==> config.mk <==
export PLATFORM = sky130hd
export DESIGN_NAME = lin_frame_receiver_core
export DESIGN_NICKNAME = d
export VERILOG_FILES = /design/src/rtl/lfr_pkg.sv /design/src/rtl/lfr_frame_engine.sv /design/src/rtl/lin_frame_receiver_core.sv
export SDC_FILE = /design/constraint.sdc
export NUM_CORES = 1
export LEC_CHECK = 0
export ABC_AREA = 0
export BUFFER_PORTS_ARGS = -buffer_cell sky130_fd_sc_hd__buf_4
export CORE_ASPECT_RATIO = 0.5
export CORE_MARGIN = 2
export CORE_UTILIZATION = 60
export DETAILED_ROUTE_END_ITERATION = 10
export PLACE_DENSITY = 0.91
export SYNTH_ARGS = -nofsm -noshare
export SYNTH_HDL_FRONTEND = slang
export SYNTH_SLANG_ARGS = --single-unit
==> constraint.sdc <==
create_clock -name clock -period 7.8 [get_ports clock]
set_input_delay 0.39 -clock clock [delete_from_list [all_inputs] [get_ports clock]]
set_output_delay 0.39 -clock clock [all_outputs]
set_load 0.03 [all_outputs]
==> src/rtl/lfr_pkg.sv <==
// ----------------------------------------------------------------------------
// lfr_pkg
// Shared types, codes and helpers of the LIN frame receiver.
// ----------------------------------------------------------------------------
package lfr_pkg;

   localparam int RESPONSE_BYTES = 8;
   localparam int FRAME_BUF      = 8;

   localparam logic [3:0] HEADER_LEN = 4'd4;
   localparam logic [3:0] RESP_LEN   = 4'(RESPONSE_BYTES + 1);
   localparam logic [3:0] GUARD_LEN  = 4'd13;
   localparam logic [3:0] MIN_RESP   = 4'd2;
   localparam logic [3:0] RESP_CRC_BYTES = 4'(RESPONSE_BYTES);

   localparam logic [7:0] CRC_POLY = 8'h8C;

   localparam logic [7:0]  DEVICE_ID_RESET = 8'hCA;
   localparam logic [15:0] TIMEOUT_RESET   = 16'd100;

   localparam logic CSR_DEVICE_ID = 1'b0;
   localparam logic CSR_TIMEOUT   = 1'b1;

   localparam logic CMD_BYTE = 1'b0;
   localparam logic CMD_TICK = 1'b1;

   localparam logic [2:0] ST_NONE      = 3'd0;
   localparam logic [2:0] ST_HDR_US    = 3'd1;
   localparam logic [2:0] ST_HDR_OTHER = 3'd2;
   localparam logic [2:0] ST_RESP_OK   = 3'd3;
   localparam logic [2:0] ST_CRC_BAD   = 3'd4;
   localparam logic [2:0] ST_TIMEOUT   = 3'd5;

   typedef struct packed {
      logic [2:0]  status;
      logic [7:0]  frame_id;
      logic [63:0] response_data;
   } rsp_type;

   // reflected CRC-8, one byte, LSB first
   function automatic logic [7:0] crc_update(input logic [7:0] crc, input logic [7:0] b);
      logic [7:0] c;
      logic [7:0] d;
      c = crc;
      d = b;
      for (int k = 0; k < 8; k++) begin
         if (c[0] ^ d[0]) begin
            c = (c >> 1) ^ CRC_POLY;
         end else begin
            c = c >> 1;
         end
         d = d >> 1;
      end
      return c;
   endfunction

endpackage

==> src/rtl/lfr_frame_engine.sv <==
// ----------------------------------------------------------------------------
// lfr_frame_engine
// Frame state, CRC, idle counter and configuration registers; computes the
// result of one request combinationally and commits state on step.
// ----------------------------------------------------------------------------
module lfr_frame_engine import lfr_pkg::*; (
   input  logic        clock,
   input  logic        reset,
   input  logic        step,
   input  logic        command,
   input  logic [7:0]  data_byte,
   input  logic        csr_wr_en,
   input  logic        csr_index,
   input  logic [15:0] csr_wdata,
   output rsp_type     result
);

   logic [7:0]  device_id_ff, device_id_in;
   logic [15:0] timeout_ff, timeout_in;
   logic [3:0]  count_ff, count_in;
   logic [7:0]  crc_ff, crc_in;
   logic [15:0] idle_ff, idle_in;
   logic [7:0]  last_id_ff, last_id_in;
   logic [7:0]  frame_ff [FRAME_BUF];
   logic [7:0]  frame_in [FRAME_BUF];

   logic [7:0]  bytes_new [FRAME_BUF];
   logic [7:0]  crc_step;
   logic [3:0]  count_inc;
   logic [15:0] idle_inc;
   logic        zero_start;
   logic [2:0]  status;
   logic [63:0] data;

   always_comb begin
      device_id_in = device_id_ff;
      timeout_in   = timeout_ff;
      if (csr_wr_en) begin
         case (csr_index)
            CSR_DEVICE_ID: device_id_in = csr_wdata[7:0];
            CSR_TIMEOUT:   timeout_in   = csr_wdata;
            default: ;
         endcase
      end
   end

   always_comb begin
      for (int k = 0; k < FRAME_BUF; k++) begin
         bytes_new[k] = (count_ff == 4'(k)) ? data_byte : frame_ff[k];
      end
      crc_step   = (count_ff < RESP_CRC_BYTES) ? crc_update(crc_ff, data_byte) : crc_ff;
      count_inc  = count_ff + 4'd1;
      idle_inc   = (idle_ff == 16'hFFFF) ? idle_ff : idle_ff + 16'd1;
      zero_start = (bytes_new[0] == 8'd0) && (bytes_new[1] == 8'd0);

      count_in   = count_ff;
      crc_in     = crc_ff;
      idle_in    = idle_ff;
      last_id_in = last_id_ff;
      frame_in   = frame_ff;
      status     = ST_NONE;
      data       = '0;

      if (command == CMD_TICK) begin
         idle_in = idle_inc;
         if (count_ff != 4'd0 && idle_inc > timeout_ff) begin
            count_in = '0;
            crc_in   = '0;
            status   = ST_TIMEOUT;
         end
      end else begin
         frame_in = bytes_new;
         crc_in   = crc_step;
         count_in = count_inc;
         idle_in  = '0;
         if (count_inc == HEADER_LEN && zero_start) begin
            last_id_in = bytes_new[3];
            status     = (bytes_new[3] == device_id_ff) ? ST_HDR_US : ST_HDR_OTHER;
            count_in   = '0;
            crc_in     = '0;
         end else if (!zero_start && count_inc >= MIN_RESP && count_inc == RESP_LEN) begin
            if (data_byte == crc_step) begin
               status = ST_RESP_OK;
               for (int k = 0; k < RESPONSE_BYTES; k++) begin
                  data[8*k +: 8] = bytes_new[k];
               end
            end else begin
               status = ST_CRC_BAD;
            end
            count_in = '0;
            crc_in   = '0;
         end else if (count_inc >= GUARD_LEN) begin
            count_in = '0;
            crc_in   = '0;
         end
      end
   end

   assign result.status        = status;
   assign result.frame_id      = last_id_in;
   assign result.response_data = data;

   always_ff @(posedge clock) begin
      if (reset) begin
         device_id_ff <= DEVICE_ID_RESET;
         timeout_ff   <= TIMEOUT_RESET;
         count_ff     <= '0;
         crc_ff       <= '0;
         idle_ff      <= '0;
         last_id_ff   <= '0;
         for (int k = 0; k < FRAME_BUF; k++) begin
            frame_ff[k] <= '0;
         end
      end else begin
         device_id_ff <= device_id_in;
         timeout_ff   <= timeout_in;
         if (step) begin
            count_ff   <= count_in;
            crc_ff     <= crc_in;
            idle_ff    <= idle_in;
            last_id_ff <= last_id_in;
            frame_ff   <= frame_in;
         end
      end
   end

endmodule

==> src/rtl/lin_frame_receiver_core.sv <==
// ----------------------------------------------------------------------------
// lin_frame_receiver_core
// LIN slave frame receiver: header decode, response CRC check, idle timeout.
// ----------------------------------------------------------------------------
// A response appears in the cycle after its request is accepted.
// Throughput: 1 request per cycle; req_ready drops only while a response
// waits and rsp_ready is low (single output register).
// Reset (synchronous): frame state, counters and last id cleared,
// device_id = 0xCA, timeout_ticks = 100, no response pending.
module lin_frame_receiver_core import lfr_pkg::*; (
   input  logic        clock,
   input  logic        reset,
   input  logic        req_valid,
   output logic        req_ready,
   input  logic        req_command,
   input  logic [7:0]  req_data_byte,
   output logic        rsp_valid,
   input  logic        rsp_ready,
   output logic [2:0]  rsp_status,
   output logic [7:0]  rsp_frame_id,
   output logic [63:0] rsp_response_data,
   input  logic        csr_wr_en,
   input  logic        csr_index,
   input  logic [15:0] csr_wdata
);

   logic    accept;
   logic    rsp_valid_ff, rsp_valid_in;
   rsp_type rsp_ff;
   rsp_type result;

   assign req_ready = !rsp_valid_ff || rsp_ready;
   assign accept    = req_valid && req_ready;

   lfr_frame_engine u_engine (
      .clock     (clock),
      .reset     (reset),
      .step      (accept),
      .command   (req_command),
      .data_byte (req_data_byte),
      .csr_wr_en (csr_wr_en),
      .csr_index (csr_index),
      .csr_wdata (csr_wdata),
      .result    (result)
   );

   always_comb begin
      rsp_valid_in = rsp_valid_ff;
      if (accept) begin
         rsp_valid_in = 1'b1;
      end else if (rsp_ready) begin
         rsp_valid_in = 1'b0;
      end
   end

   always_ff @(posedge clock) begin
      if (reset) begin
         rsp_valid_ff <= 1'b0;
      end else begin
         rsp_valid_ff <= rsp_valid_in;
      end
   end

   always_ff @(posedge clock) begin
      if (accept) begin
         rsp_ff <= result;
      end
   end

   assign rsp_valid         = rsp_valid_ff;
   assign rsp_status        = rsp_ff.status;
   assign rsp_frame_id      = rsp_ff.frame_id;
   assign rsp_response_data = rsp_ff.response_data;

`ifndef SYNTHESIS
   a_reset_idle: assert property (@(posedge clock) reset |=> !rsp_valid)
      else $error("response valid after reset");

   a_accept_valid: assert property (@(posedge clock) disable iff (reset)
      req_valid && req_ready |=> rsp_valid)
      else $error("accepted request without response");

   a_data_zero: assert property (@(posedge clock) disable iff (reset)
      rsp_valid && rsp_status != ST_RESP_OK |-> rsp_response_data == 64'd0)
      else $error("response data set on non-ok status");

   a_tick_status: assert property (@(posedge clock) disable iff (reset)
      req_valid && req_ready && req_command == CMD_TICK
      |=> rsp_status == ST_NONE || rsp_status == ST_TIMEOUT)
      else $error("tick produced a frame status");
`endif

endmodule
# == After elaboration in Yosys (flattened, before gate mapping) ==
# Cells that the tools add are included.
# totals
mem_bits_rw,0
n_memories,0
output_inout_bits,77
word_cells,115
latch_bits,0
rom_bits,0
inputBits,31
ff_bits,200
# classes
shifts,0
n_addsub,2
n_div,0
magnitude_cmp,4
muxes,39
n_reduce_logical,19
n_eq_ne,13
n_bitwise,20
mul,0
# op_table
operator,count
2-to-1 mux 8 bit,24
2-to-1 mux 16 bit,2
inverter 2 -> 3 bit,8
equality test 4 x 3 -> 1 bit (second input constant),5
2-to-1 mux 4 bit,5
adder 16 x 1 -> 16 bit (second input constant),1
equality test 16 bit (second input constant),1
equality test 8 bit,2
greater-than comparator 16 bit,1
logical NOT 8 bit,2
2-to-1 mux 3 bit,5
equality test 4 x 2 -> 1 bit (second input constant),2
AND reduction 2 bit,4
XOR 1 bit,8
logical AND 1 bit,6
adder 4 x 1 -> 4 bit (second input constant),1
equality test 4 x 1 -> 1 bit (second input constant),1
equality test 4 bit (second input constant),1
greater-or-equal comparator 4 x 2 -> 1 bit (second input constant),1
greater-or-equal comparator 4 bit (second input constant),1
logical NOT 4 bit,1
< comparator 4 bit (second input constant),1
inverter 1 bit,4
nonzero test 4 bit,1
7 further kinds,9

# == Longest topological paths before layout ==
# Gate-level depths: netlist of run 1.
# depth
word_depth,22
mapped_depth,16
depth_no_buf,16

# == Hierarchy ==
# From an unflattened synthesis of run 1, not the netlist that was laid out.
# unflattened
hier_cells,1079
area_unflattened_um2,9943.3
# modules_own_cells
mod,area_each_um2,cells_each,n_inst,seq_area_each_um2
lfr_frame_engine,7636.1,999,1,2482.4
lin_frame_receiver_core,2307.2,80,1,2272.2

# == Least setup slack after synthesis of run 1 ==
# OpenSTA, ideal clock, no wires.
# synth_path
path_kind,register to register
from,register u_engine.idle_ff[0]
to,register u_engine.crc_ff[1]
setup_time_ns,0.059
synth_period_minus_slack_ns,3.821
arrival_ns,3.762
path_stages_with_launch,17
t_required_ns,7.741
setup_slack_ns,3.979
path_buffers,0
cell_sequence,dfxtp_1 -> ha_1 -> nand2_1 -> or3_1 -> o21bai_1 -> nor2_1 -> nand3_1 -> xnor2_1 -> ha_1 -> a21o_1 -> a21o_1 -> a21oi_1 -> o21ai_0 -> a221o_1 -> a311oi_1 -> a21o_1 -> a22o_1
# synth_via
elab_chain_len,6
word_cells_on_any_way,7
cone_classes,1 x add/sub; 1 x order compare; 2 x eq/ne; 1 x mux; 2 x reduce/logical
# synth_lines
element,line_no,source
start: declaration,lfr_frame_engine.sv:22,"logic [15:0] idle_ff, idle_in;"
start signal: assignment,lfr_frame_engine.sv:120,idle_ff <= idle_in;
adder 16 x 1 -> 16 bit / equality test 16 bit (equally long branches),lfr_frame_engine.sv:53,idle_inc = (idle_ff == 16'hFFFF) ? idle_ff : idle_ff + 16'd1;
2-to-1 mux 16 bit (*),lfr_frame_engine.sv:53,
greater-than comparator 16 bit (*),lfr_frame_engine.sv:66,if (count_ff != 4'd0 && idle_inc > timeout_ff) begin
logical AND 1 bit (*),lfr_frame_engine.sv:66,
inequality test 2 x 1 -> 1 bit (no source line) (*),-,
AND reduction 2 bit (no source line) (*),-,
end signal: assignment,lfr_frame_engine.sv:119,crc_ff <= crc_in;
end: declaration,lfr_frame_engine.sv:21,"logic [7:0] crc_ff, crc_in;"
# Mark *: on every way between the ends. The rest lies on a longest branch, timed or not.
# A chain may end at the register's enable or synchronous reset.

# == Worst setup path in the final report of run 1 ==
# layout_path
from,register u_engine.idle_ff[0]
to,register u_engine.crc_ff[2]
# The elaborated chain is that of the path after synthesis.

==> reports/metrics.yaml, run 1 <==
synth_top_flop_cell: "dfxtp_1"
seq_area_sq_um: 4750
cp-start-kind: "register"
tns_ps: 0
status: "finished, final reports clean"
worstSetupEndpointType: "register"
hpwl_mm: 15.3
p_leak_nw: 4.16
cts_hold_buf: 0
mostFrequentLayoutCell: "nand2_1"
die_y_um: 94.8
layout_common_cells: "225 x nand2_1, 146 x a21oi_1, 125 x dfxtp_1, 113 x buf_4, 75 x edfxtp_1"
fin_nets: 1191
cts.path.max_buffers: 2
via_count: 8214
crit_required_ps: 8180
post_drt_wl_per_cell_um: 17.9
grt_pass1_wl_mm: 39.2
via_per_inst: 5.97
grt_max_degree: 67
cts_made_buffers: 17
whs_path_depth: 3
timing.rr.start: "u_engine.idle_ff[0]"
cts_root_buf: "clkbuf_16"
drive_above_1_share_pct: 16.8
synth_edf_count: 75
grt_usage_pct: 28.5
pwr_density_cell_nw_per_um2: 220
cts_resized: 0
pin_count: 108
cts.clk_slew.worst_paths_ps: 80
core_area_sq_um: 16300
rows: 33
crit_fanout: 8
clk_latency_ps: 440
worst_pin_slew_ps: 1260
port_buffers: 107
cts_tree: "yes"
drt_iter0_markers: 903
ys_async_sr_fraction_pct: 0
overflow: 0
multi_input_area_sq_um: 4690
n_antenna_cell: 0
hp-class: "input port to register"
final-hold-violation-count: 0
synth.distinct_cells: 66
die_width_um: 186
finalClockSkew_ps: 13.9
fmax_ghz: 0.206
ctsHtreeMaxLevel: 4
drt_pass1_iterations: 6
finalMaxSlewViolations: 0
gp_congestion: 0.900
start_util_pct: 60.8
avgSynthCellArea_sq_um: 9.16
rsz0062_at_grt: "false"
grt_pass1_vias: 7871
timing.final.crit_share_pct: 62.2
path_class: "register to register"
route.detailed.drc: 0
rr_endpoint: "u_engine.crc_ff[2]"
setup_viol_count_final: 0
p_total_mw: 2.49
ys_seq_area_share_pct: 48.1
yosysWarnings: 0
synth_nets: 1134
worstHoldStart: "csr_wdata[6]"
ir_drop_uv: 187
clkSinkCount: 200
synthCells: 1080
drt-total-wl_mm: 24.6
whs_ps: 172
rrSetupSlack_ps: 2950
maxSlewHeadroom_pct: 15.2
reg2reg_depth: 16
max_cap_violations: 0
period_needed_ps: 4850
syn_area_sq_um: 9890
dieArea_sq_um: 17600
ys_ff_latch: 200
synthToLayoutAreaGrowth_pct: 14.3
critPathArrivalTime_ps: 5230
postCtsSetupBuffers: 0
fillers: 1170
antenna_found_initial: 0
min_to: "u_engine.device_id_ff[6]"
ant_nets: 0
==> through the flow <==
step                cell area [sq um]  instances  utilization, %  setup slack (ps)
finish                          11300       1377            69.5              2950
global route                    11300       1377            69.5              2660
CTS                             11300       1377            69.5              3100
detailed placement              10700       1345            65.6              3250
global placement                10700       1345            65.6              3450
floorplan                        9890       1080               -              3980
==> worst max-delay path by stage <==
stage                        start                  to  cells past startpoint
2_1_floorplan  u_engine.idle_ff[0]  u_engine.crc_ff[1]                     16
3_3_place_gp   u_engine.idle_ff[3]  u_engine.crc_ff[2]                     15
3_5_place_dp   u_engine.idle_ff[0]  u_engine.crc_ff[0]                     16
4_1_cts        u_engine.idle_ff[0]  u_engine.crc_ff[2]                     16
5_1_grt        u_engine.idle_ff[0]  u_engine.crc_ff[2]                     16
6_report       u_engine.idle_ff[0]  u_engine.crc_ff[2]                     16
==> report_power, final <==
part	internal (mW)	switching (mW)	leakage (nW)	total, mW
sequential	1.12	0.0267	1.77	1.14
combinational	0.161	0.247	2.08	0.409
clock	0.494	0.441	0.310	0.935
total	1.77	0.715	4.16	2.49
==> cells by family (layout without fill, tap and decap cells) <==
logic type | Yosys count | in the layout | share of synthesized area (%)
simple gates | 435 | 435 | 21.7
xor+xnor | 53 | 53 | 5.35
compound gates | 230 | 230 | 13.4
buf+inv | 100 | 170 | 4.59
mux | 39 | 39 | 4.00
flops | 200 | 200 | 48.1
fa+ha+maj | 23 | 23 | 2.91
==> synthesized netlist by cell type, types with 10 or more instances <==
library cell  count  area share (%)
clkbuf_1         52             2.0
o21ai_0          27             1.4
nor2_4           27             3.1
nand3_1          30             1.5
nor2_1           70             2.7
ha_1             23             2.9
nor3_1           17            0.86
a21oi_1         146             7.4
mux2i_1          38             3.8
nand2b_1         10            0.63
dfxtp_1         125              25
xnor2_1          38             3.4
edfxtp_1         75              23
nand2_1         225             8.5
inv_1            24            0.91
==> flip-flops by register name (all words and copies together), names as in the netlist <==
signal,count
rsp_response_data,64
u_engine.frame_ff,64
u_engine.idle_ff,16
u_engine.timeout_ff,16
rsp_frame_id,8
u_engine.crc_ff,8
u_engine.device_id_ff,8
u_engine.last_id_ff,8
u_engine.count_ff,4
rsp_status,3
rsp_valid,1
==> metal layers <==
metal	part of all wire [%]	wire [um]	track usage (%)	up-vias
met1	41	9970	34.9	3887
met5	0	0	0	-
met2	49	12000	49.2	423
li1	-	-	-	3831
met3	7.8	1930	5.82	73
met4	3.0	726	12.7	0
==> worst max-delay path: stages (launching register included) <==
cell and delay (ps):
dfxtp_1 420, ha_1 280, nand2_1 130, or3_1 370
o21bai_1 410, nor2_1 80, nand3_1 170, xnor2_1 160
ha_1 280, a21o_1 190, a21o_1 170, a21oi_1 150
o21ai_0 130, a221o_1 380, a311oi_1 1060, a21o_1 250
a22o_1 160
==> final cells by class <==
cell class / instances / share of cell area [%]
clock inverters: 15 / 1.81
clock buffers: 17 / 3.76
inverters: 25 / 0.841
repair buffers: 113 / 7.50
multi-input cells: 780 / 41.5
flip-flops and latches: 200 / 42.0
well taps: 227 / 2.51
Power figures use the tool's default switching activity.
==> run 2, diff against run 1 <==
--- a/config.mk
+++ b/config.mk
@@ -9,9 +9,9 @@
 export BUFFER_PORTS_ARGS = -buffer_cell sky130_fd_sc_hd__buf_4
 export CORE_ASPECT_RATIO = 0.5
 export CORE_MARGIN = 2
-export CORE_UTILIZATION = 60
+export CORE_UTILIZATION = 59
 export DETAILED_ROUTE_END_ITERATION = 10
-export PLACE_DENSITY = 0.91
+export PLACE_DENSITY = 0.9
 export SYNTH_ARGS = -nofsm -noshare
 export SYNTH_HDL_FRONTEND = slang
 export SYNTH_SLANG_ARGS = --single-unit
==> constraint.sdc (replaced) <==
create_clock -name clock -period 4.75 [get_ports clock]
set_input_delay 0.2375 -clock clock [delete_from_list [all_inputs] [get_ports clock]]
set_output_delay 0.2375 -clock clock [all_outputs]
set_load 0.03 [all_outputs]
==> reports/metrics.yaml, run 2 (synthesis results as in run 1) <==
die_y_um: 95.6  # was 94.8 um
dieArea_sq_um: 17900  # was 17600 sq um
rrSetupSlack_ps: 700  # was 2950 ps
timing.final.crit_share_pct: 85.2  # was 62.2%
via_per_inst: 5.89  # was 5.97
fin_nets: 1196  # was 1191
ir_drop_uv: 286  # was 187 uV
synthToLayoutAreaGrowth_pct: 14.8  # was 14.3%
cts.clk_slew.worst_paths_ps: 80  # about the same
seq_power_share_pct: 46.1  # was 46.0%
worst_pin_slew_ps: 1150  # was 1260 ps
die_width_um: 187  # was 186 um
comb_power_share_pct: 16.6  # was 16.4%
cts.path.max_buffers: 2  # unchanged
via_count: 8141  # was 8214
whs_path_depth: 3  # unchanged
cts_tree: "yes"  # unchanged
grt_max_degree: 87  # was 67
maxSlewHeadroom_pct: 22.7  # was 15.2%
drt_iter0_markers: 869  # was 903
worstHoldStart: "csr_wdata[7]"  # was csr_wdata[6]
finalMaxSlewViolations: 0  # unchanged
fillers: 1128  # was 1170
switching_share_pct: 29.5  # was 28.7%
period_needed_ps: 4050  # was 4850 ps
path_cells: "ha_1 > nand2_1 > or3_1 > o21bai_1 > nor2_1 > nand3_1 > xnor2_1 > ha_1 > a21o_1 > a21o_1 > a21oi_1 > o21ai_0 > a221o_1 > a311oi_1 > buf_4 > a21o_1 > o2bb2ai_1"  # was ha_1 > nand2_1 > or3_1 > o21bai_1 > nor2_1 > nand3_1 > xnor2_1 > ha_1 > a21o_1 > a21o_1 > a21oi_1 > o21ai_0 > a221o_1 > a311oi_1 > a21o_1 > a22o_1
cts_hold_buf: 0  # unchanged
path_class: "register to register"  # unchanged
layout_common_cells: "225 x nand2_1, 146 x a21oi_1, 125 x dfxtp_1, 117 x buf_4, 75 x edfxtp_1"  # was 225 x nand2_1, 146 x a21oi_1, 125 x dfxtp_1, 113 x buf_4, 75 x edfxtp_1
start_util_pct: 60.4  # was 60.8%
drt-total-wl_mm: 23.8  # was 24.6 mm
setup_viol_count_final: 0  # unchanged
postCtsSetupBuffers: 0  # unchanged
p_switching_mw: 1.20  # was 0.715 mW
post_drt_wl_per_cell_um: 17.2  # was 17.9 um
multi_input_area_sq_um: 4690  # unchanged
crit_fanout: 8  # unchanged
crit_required_ps: 5110  # was 8180 ps
pin_count: 108  # unchanged
place_ws_ps: 824  # was 3250 ps
gp_congestion: 0.893  # was 0.900
antenna_found_initial: 0  # unchanged
clkSinkCount: 200  # unchanged
p_leak_nw: 4.19  # was 4.16 nW
worstSetupEndpointType: "register"  # unchanged
setup_ws_ps: 704  # was 2950 ps
route.detailed.drc: 0  # unchanged
pwr_density_cell_nw_per_um2: 358  # was 220 nW/um^2
grt_usage_pct: 27.1  # was 28.5%
rr_endpoint: "u_engine.crc_ff[3]"  # was u_engine.crc_ff[2]
p_int_mw: 2.87  # was 1.77 mW
core_area_sq_um: 16400  # was 16300 sq um
p_total_mw: 4.07  # was 2.49 mW
final_util_pct: 69.3  # was 69.5%
cp-start-kind: "register"  # unchanged
hp-class: "input port to register"  # unchanged
grt_pass1_vias: 7856  # was 7871
n_antenna_cell: 0  # unchanged
cp_slowest_cell: "dfxtp_1"  # was a311oi_1
cts_made_buffers: 17  # unchanged
drive_above_1_share_pct: 17.1  # was 16.8%
rsz0062_at_grt: "false"  # unchanged
cts_root_buf: "clkbuf_16"  # unchanged
status: "finished, final reports clean"  # unchanged
rows: 33  # unchanged
port_buffers: 107  # unchanged
clk_latency_ps: 450  # was 440 ps
max_cap_violations: 0  # unchanged
critPathBufInv: 1  # was 0
grt_pass1_wl_mm: 38.3  # was 39.2 mm
seq_area_sq_um: 4750  # unchanged
reg2reg_depth: 17  # was 16
timing.rr.start: "u_engine.idle_ff[0]"  # unchanged
clkPwrFrac_pct: 37.3  # was 37.6%
hpwl_mm: 15.5  # was 15.3 mm
whs_ps: 11.5  # was 172 ps
critPathArrivalTime_ps: 4410  # was 5230 ps
drt_pass1_iterations: 6  # unchanged
mostFrequentLayoutCell: "nand2_1"  # unchanged
crit_family: "compound AO/OA/AOI/OAI gates"  # unchanged
ant_nets: 0  # unchanged
finalClockSkew_ps: 13.0  # was 13.9 ps
final-hold-violation-count: 0  # unchanged
cpMostUsedCell: "a21o_1"  # unchanged
tns_ps: 0  # unchanged
fmax_ghz: 0.247  # was 0.206 GHz
overflow: 0  # unchanged
cts_resized: 0  # unchanged
min_to: "u_engine.device_id_ff[7]"  # was u_engine.device_id_ff[6]
cpPeakStageDelay_ps: 420  # was 1060 ps
ctsHtreeMaxLevel: 4  # unchanged
run 2: worst max-delay path by stage:
| stage | cells past startpoint | slack (ps) | endpoint | from |
|---|---|---|---|---|
| 3_5_place_dp | 17 | 820 | u_engine.crc_ff[0] | u_engine.idle_ff[0] |
| 4_1_cts | 17 | 760 | u_engine.crc_ff[3] | u_engine.idle_ff[0] |
| 6_report | 17 | 700 | u_engine.crc_ff[3] | u_engine.idle_ff[0] |
| 5_1_grt | 17 | 450 | u_engine.crc_ff[3] | u_engine.idle_ff[0] |
| 2_1_floorplan | 16 | 930 | u_engine.crc_ff[1] | u_engine.idle_ff[0] |
| 3_3_place_gp | 17 | 970 | u_engine.crc_ff[2] | u_engine.idle_ff[0] |
run 2: layer usage:
layer | up-vias | routed length (um) | global-route usage (%)
li1 | 3840 | - | -
met1 | 3804 | 9660 | 33.2
met2 | 410 | 11400 | 47.5
met3 | 87 | 2040 | 5.48
met4 | 0 | 766 | 11.7
met5 | - | 0 | 0
run 2: area by class of cell:
class | instances | area share, %
sequential | 200 | 41.9
multi-input combinational | 780 | 41.3
timing repair buffer | 118 | 7.91
clock buffer | 17 | 3.75
tap | 227 | 2.50
clock inverter | 15 | 1.79
inverter | 25 | 0.837
run 2: through the flow:
stage	instance area, sq um	cells
6_report	11400	1382
4_1_cts	11400	1382
5_1_grt	11400	1382
3_5_place_dp	10700	1350
3_3_place_gp	10700	1350
2_1_floorplan	9890	1080
run 2: worst reg2reg max path, stage by stage, from the launching register on:
cell,delay (ps)
dfxtp_1,420
ha_1,240
nand2_1,120
or3_1,370
o21bai_1,410
nor2_1,80
nand3_1,160
xnor2_1,140
ha_1,260
a21o_1,180
a21o_1,170
a21oi_1,130
o21ai_0,100
a221o_1,370
a311oi_1,260
buf_4,210
a21o_1,190
o2bb2ai_1,150
run 2: power groups by stage:
stage	sequential (mW)	combinational (mW)	clock, mW
final	1.88	0.674	1.52
after global routing	1.88	0.724	1.59
after CTS	1.88	0.666	1.52
after detailed placement	1.91	0.661	0
after global placement	1.91	0.631	0
after floorplan	1.97	0.436	0
==> run 3, diff against run 2 <==
--- a/config.mk
+++ b/config.mk
@@ -7,9 +7,11 @@
 export LEC_CHECK = 0
 export ABC_AREA = 0
 export BUFFER_PORTS_ARGS = -buffer_cell sky130_fd_sc_hd__buf_4
+export CELL_PAD_IN_SITES_DETAIL_PLACEMENT = 0
+export CELL_PAD_IN_SITES_GLOBAL_PLACEMENT = 2
 export CORE_ASPECT_RATIO = 0.5
 export CORE_MARGIN = 2
-export CORE_UTILIZATION = 59
+export CORE_UTILIZATION = 37
 export DETAILED_ROUTE_END_ITERATION = 10
 export PLACE_DENSITY = 0.9
 export SYNTH_ARGS = -nofsm -noshare
==> reports/metrics.yaml, run 3 (synthesis results as in run 1) <==
overflow: 0  # unchanged
worstSetupStartpoint: "u_engine.idle_ff[0]"  # unchanged
die_width_um: 235  # was 187 um
die_y_um: 120  # was 95.6 um
hp-class: "input port to register"  # unchanged
path_class: "register to register"  # unchanged
rsz0062_at_grt: "false"  # unchanged
layout_common_cells: "225 x nand2_1, 146 x a21oi_1, 125 x dfxtp_1, 120 x buf_4, 75 x edfxtp_1"  # was 225 x nand2_1, 146 x a21oi_1, 125 x dfxtp_1, 117 x buf_4, 75 x edfxtp_1
antenna_found_initial: 0  # unchanged
via_count: 7750  # was 8141
postCtsSetupBuffers: 0  # unchanged
gp_congestion: 0.795  # was 0.893
max_cap_violations: 0  # unchanged
whs_ps: 17.0  # was 11.5 ps
post_drt_wl_per_cell_um: 16.2  # was 17.2 um
hpwl_mm: 16.4  # was 15.5 mm
worstSetupEndpointType: "register"  # unchanged
setup_viol_count_final: 0  # unchanged
worst_pin_slew_ps: 996  # was 1150 ps
drive_above_1_share_pct: 17.1  # about the same
fmax_ghz: 0.245  # was 0.247 GHz
cts_made_buffers: 17  # unchanged
start_util_pct: 37.5  # was 60.4%
core_area_sq_um: 26400  # was 16400 sq um
critPathArrivalTime_ps: 4460  # was 4410 ps
period_needed_ps: 4080  # was 4050 ps
finalClockSkew_ps: 9.28  # was 13.0 ps
tns_ps: 0  # unchanged
port_buffers: 107  # unchanged
crit_fanout: 8  # unchanged
ir_drop_uv: 274  # was 286 uV
p_leak_nw: 4.17  # was 4.19 nW
ctsHtreeMaxLevel: 4  # unchanged
cp-start-kind: "register"  # unchanged
place_ws_ps: 681  # was 824 ps
rows: 42  # was 33
place_inst: 1477  # was 1350
route.detailed.drc: 0  # unchanged
cts.clk_slew.worst_paths_ps: 70  # was 80 ps
fin_nets: 1199  # was 1196
drt_iter0_markers: 622  # was 869
maxSlewHeadroom_pct: 33.6  # was 22.7%
dieArea_sq_um: 28100  # was 17900 sq um
grt_max_degree: 73  # was 87
ant_nets: 0  # unchanged
drt_pass1_iterations: 6  # unchanged
timing.rr.start: "u_engine.idle_ff[0]"  # unchanged
cts.path.max_buffers: 2  # unchanged
finalMaxSlewViolations: 0  # unchanged
instances_no_fill: 1510  # was 1382
cts_root_buf: "clkbuf_16"  # unchanged
synthToLayoutAreaGrowth_pct: 16.0  # was 14.8%
setup_ws_ps: 675  # was 704 ps
timing.final.crit_share_pct: 85.8  # was 85.2%
grt_usage_pct: 17.9  # was 27.1%
grt_pass1_wl_mm: 39.7  # was 38.3 mm
cts_tree: "yes"  # unchanged
drt-total-wl_mm: 24.5  # was 23.8 mm
grt_pass1_vias: 7473  # was 7856
status: "finished, final reports clean"  # unchanged
clkSinkCount: 200  # unchanged
pin_count: 108  # unchanged
mostFrequentLayoutCell: "nand2_1"  # unchanged
via_per_inst: 5.13  # was 5.89
crit_required_ps: 5140  # was 5110 ps
pwr_density_cell_nw_per_um2: 348  # was 358 nW/um^2
clk_latency_ps: 440  # was 450 ps
final-hold-violation-count: 0  # unchanged
n_antenna_cell: 0  # unchanged
rrSetupSlack_ps: 670  # was 700 ps
worstHoldStart: "csr_wdata[6]"  # was csr_wdata[7]
-- run 3: cell types whose count changed in the layout (fill, tap and decap cells not counted), moves of 2 or more --
cell,previous run,this run
buf_4,117,120
clkinv_2,1,3
clkinv_8,5,0
clkinvlp_4,0,2
inv_8,2,0
-- run 3: final cells by class --
cell class | count | area, sq um
fill | 2600 | 14900
sequential | 200 | 4750
multi-input combinational | 780 | 4690
timing repair buffer | 121 | 911
tap | 352 | 440
clock buffer | 18 | 429
clock inverter | 14 | 150
inverter | 25 | 95.1
-- run 3: metrics by stage --
stage	util, %	cell area (sq um)	total power, mW
final	43.5	11500	3.99
after global routing	43.5	11500	4.17
after CTS	43.5	11500	4.03
after detailed placement	41.3	10900	2.57
after global placement	41.3	10900	2.56
after floorplan	-	9890	2.40
-- run 3: final timing paths --
path / cells after the start / endpoint
worst max-delay path: 17 / u_engine.crc_ff[2]
worst min register to register: 2 / u_engine.frame_ff[35]
worst min-delay path: 3 / u_engine.device_id_ff[6]
worst max register to register: 17 / u_engine.crc_ff[2]
-- run 3: timing repair --
| item | 4_1_cts | 5_1_grt |
|---|---|---|
| endpoints found under the setup margin | 0 | 0 |
| endpoints found under the hold margin | 1 | 0 |
| resized for setup | 0 | 0 |
| hold buffers | 1 | 0 |
-- run 3: worst max-delay path, cell delays in order (launching register included) --
cell and delay (ps):
dfxtp_1 410, ha_1 250, nand2_1 120, or3_1 350, o21bai_1 410, nor2_1 80, nand3_1 150, xnor2_1 140
ha_1 260, a21o_1 180, a21o_1 170, a21oi_1 120, o21ai_0 160, a221o_1 400, a311oi_1 260, buf_4 200
a21o_1 190, a22o_1 150
-- run 3: metal layers --
layer	part of all wire, %	GRT usage [%]	vias up
met5	0	0	-
met4	1.5	5.29	0
met3	4.6	3.70	21
met2	46	28.8	139
met1	48	24.3	3739
li1	-	-	3851
-- run 3: power breakdown --
group / total (mW) / switching, mW / internal [mW]
combinational: 0.661 / 0.393 / 0.268
clock: 1.45 / 0.672 / 0.781
sequential: 1.88 / 0.0407 / 1.83
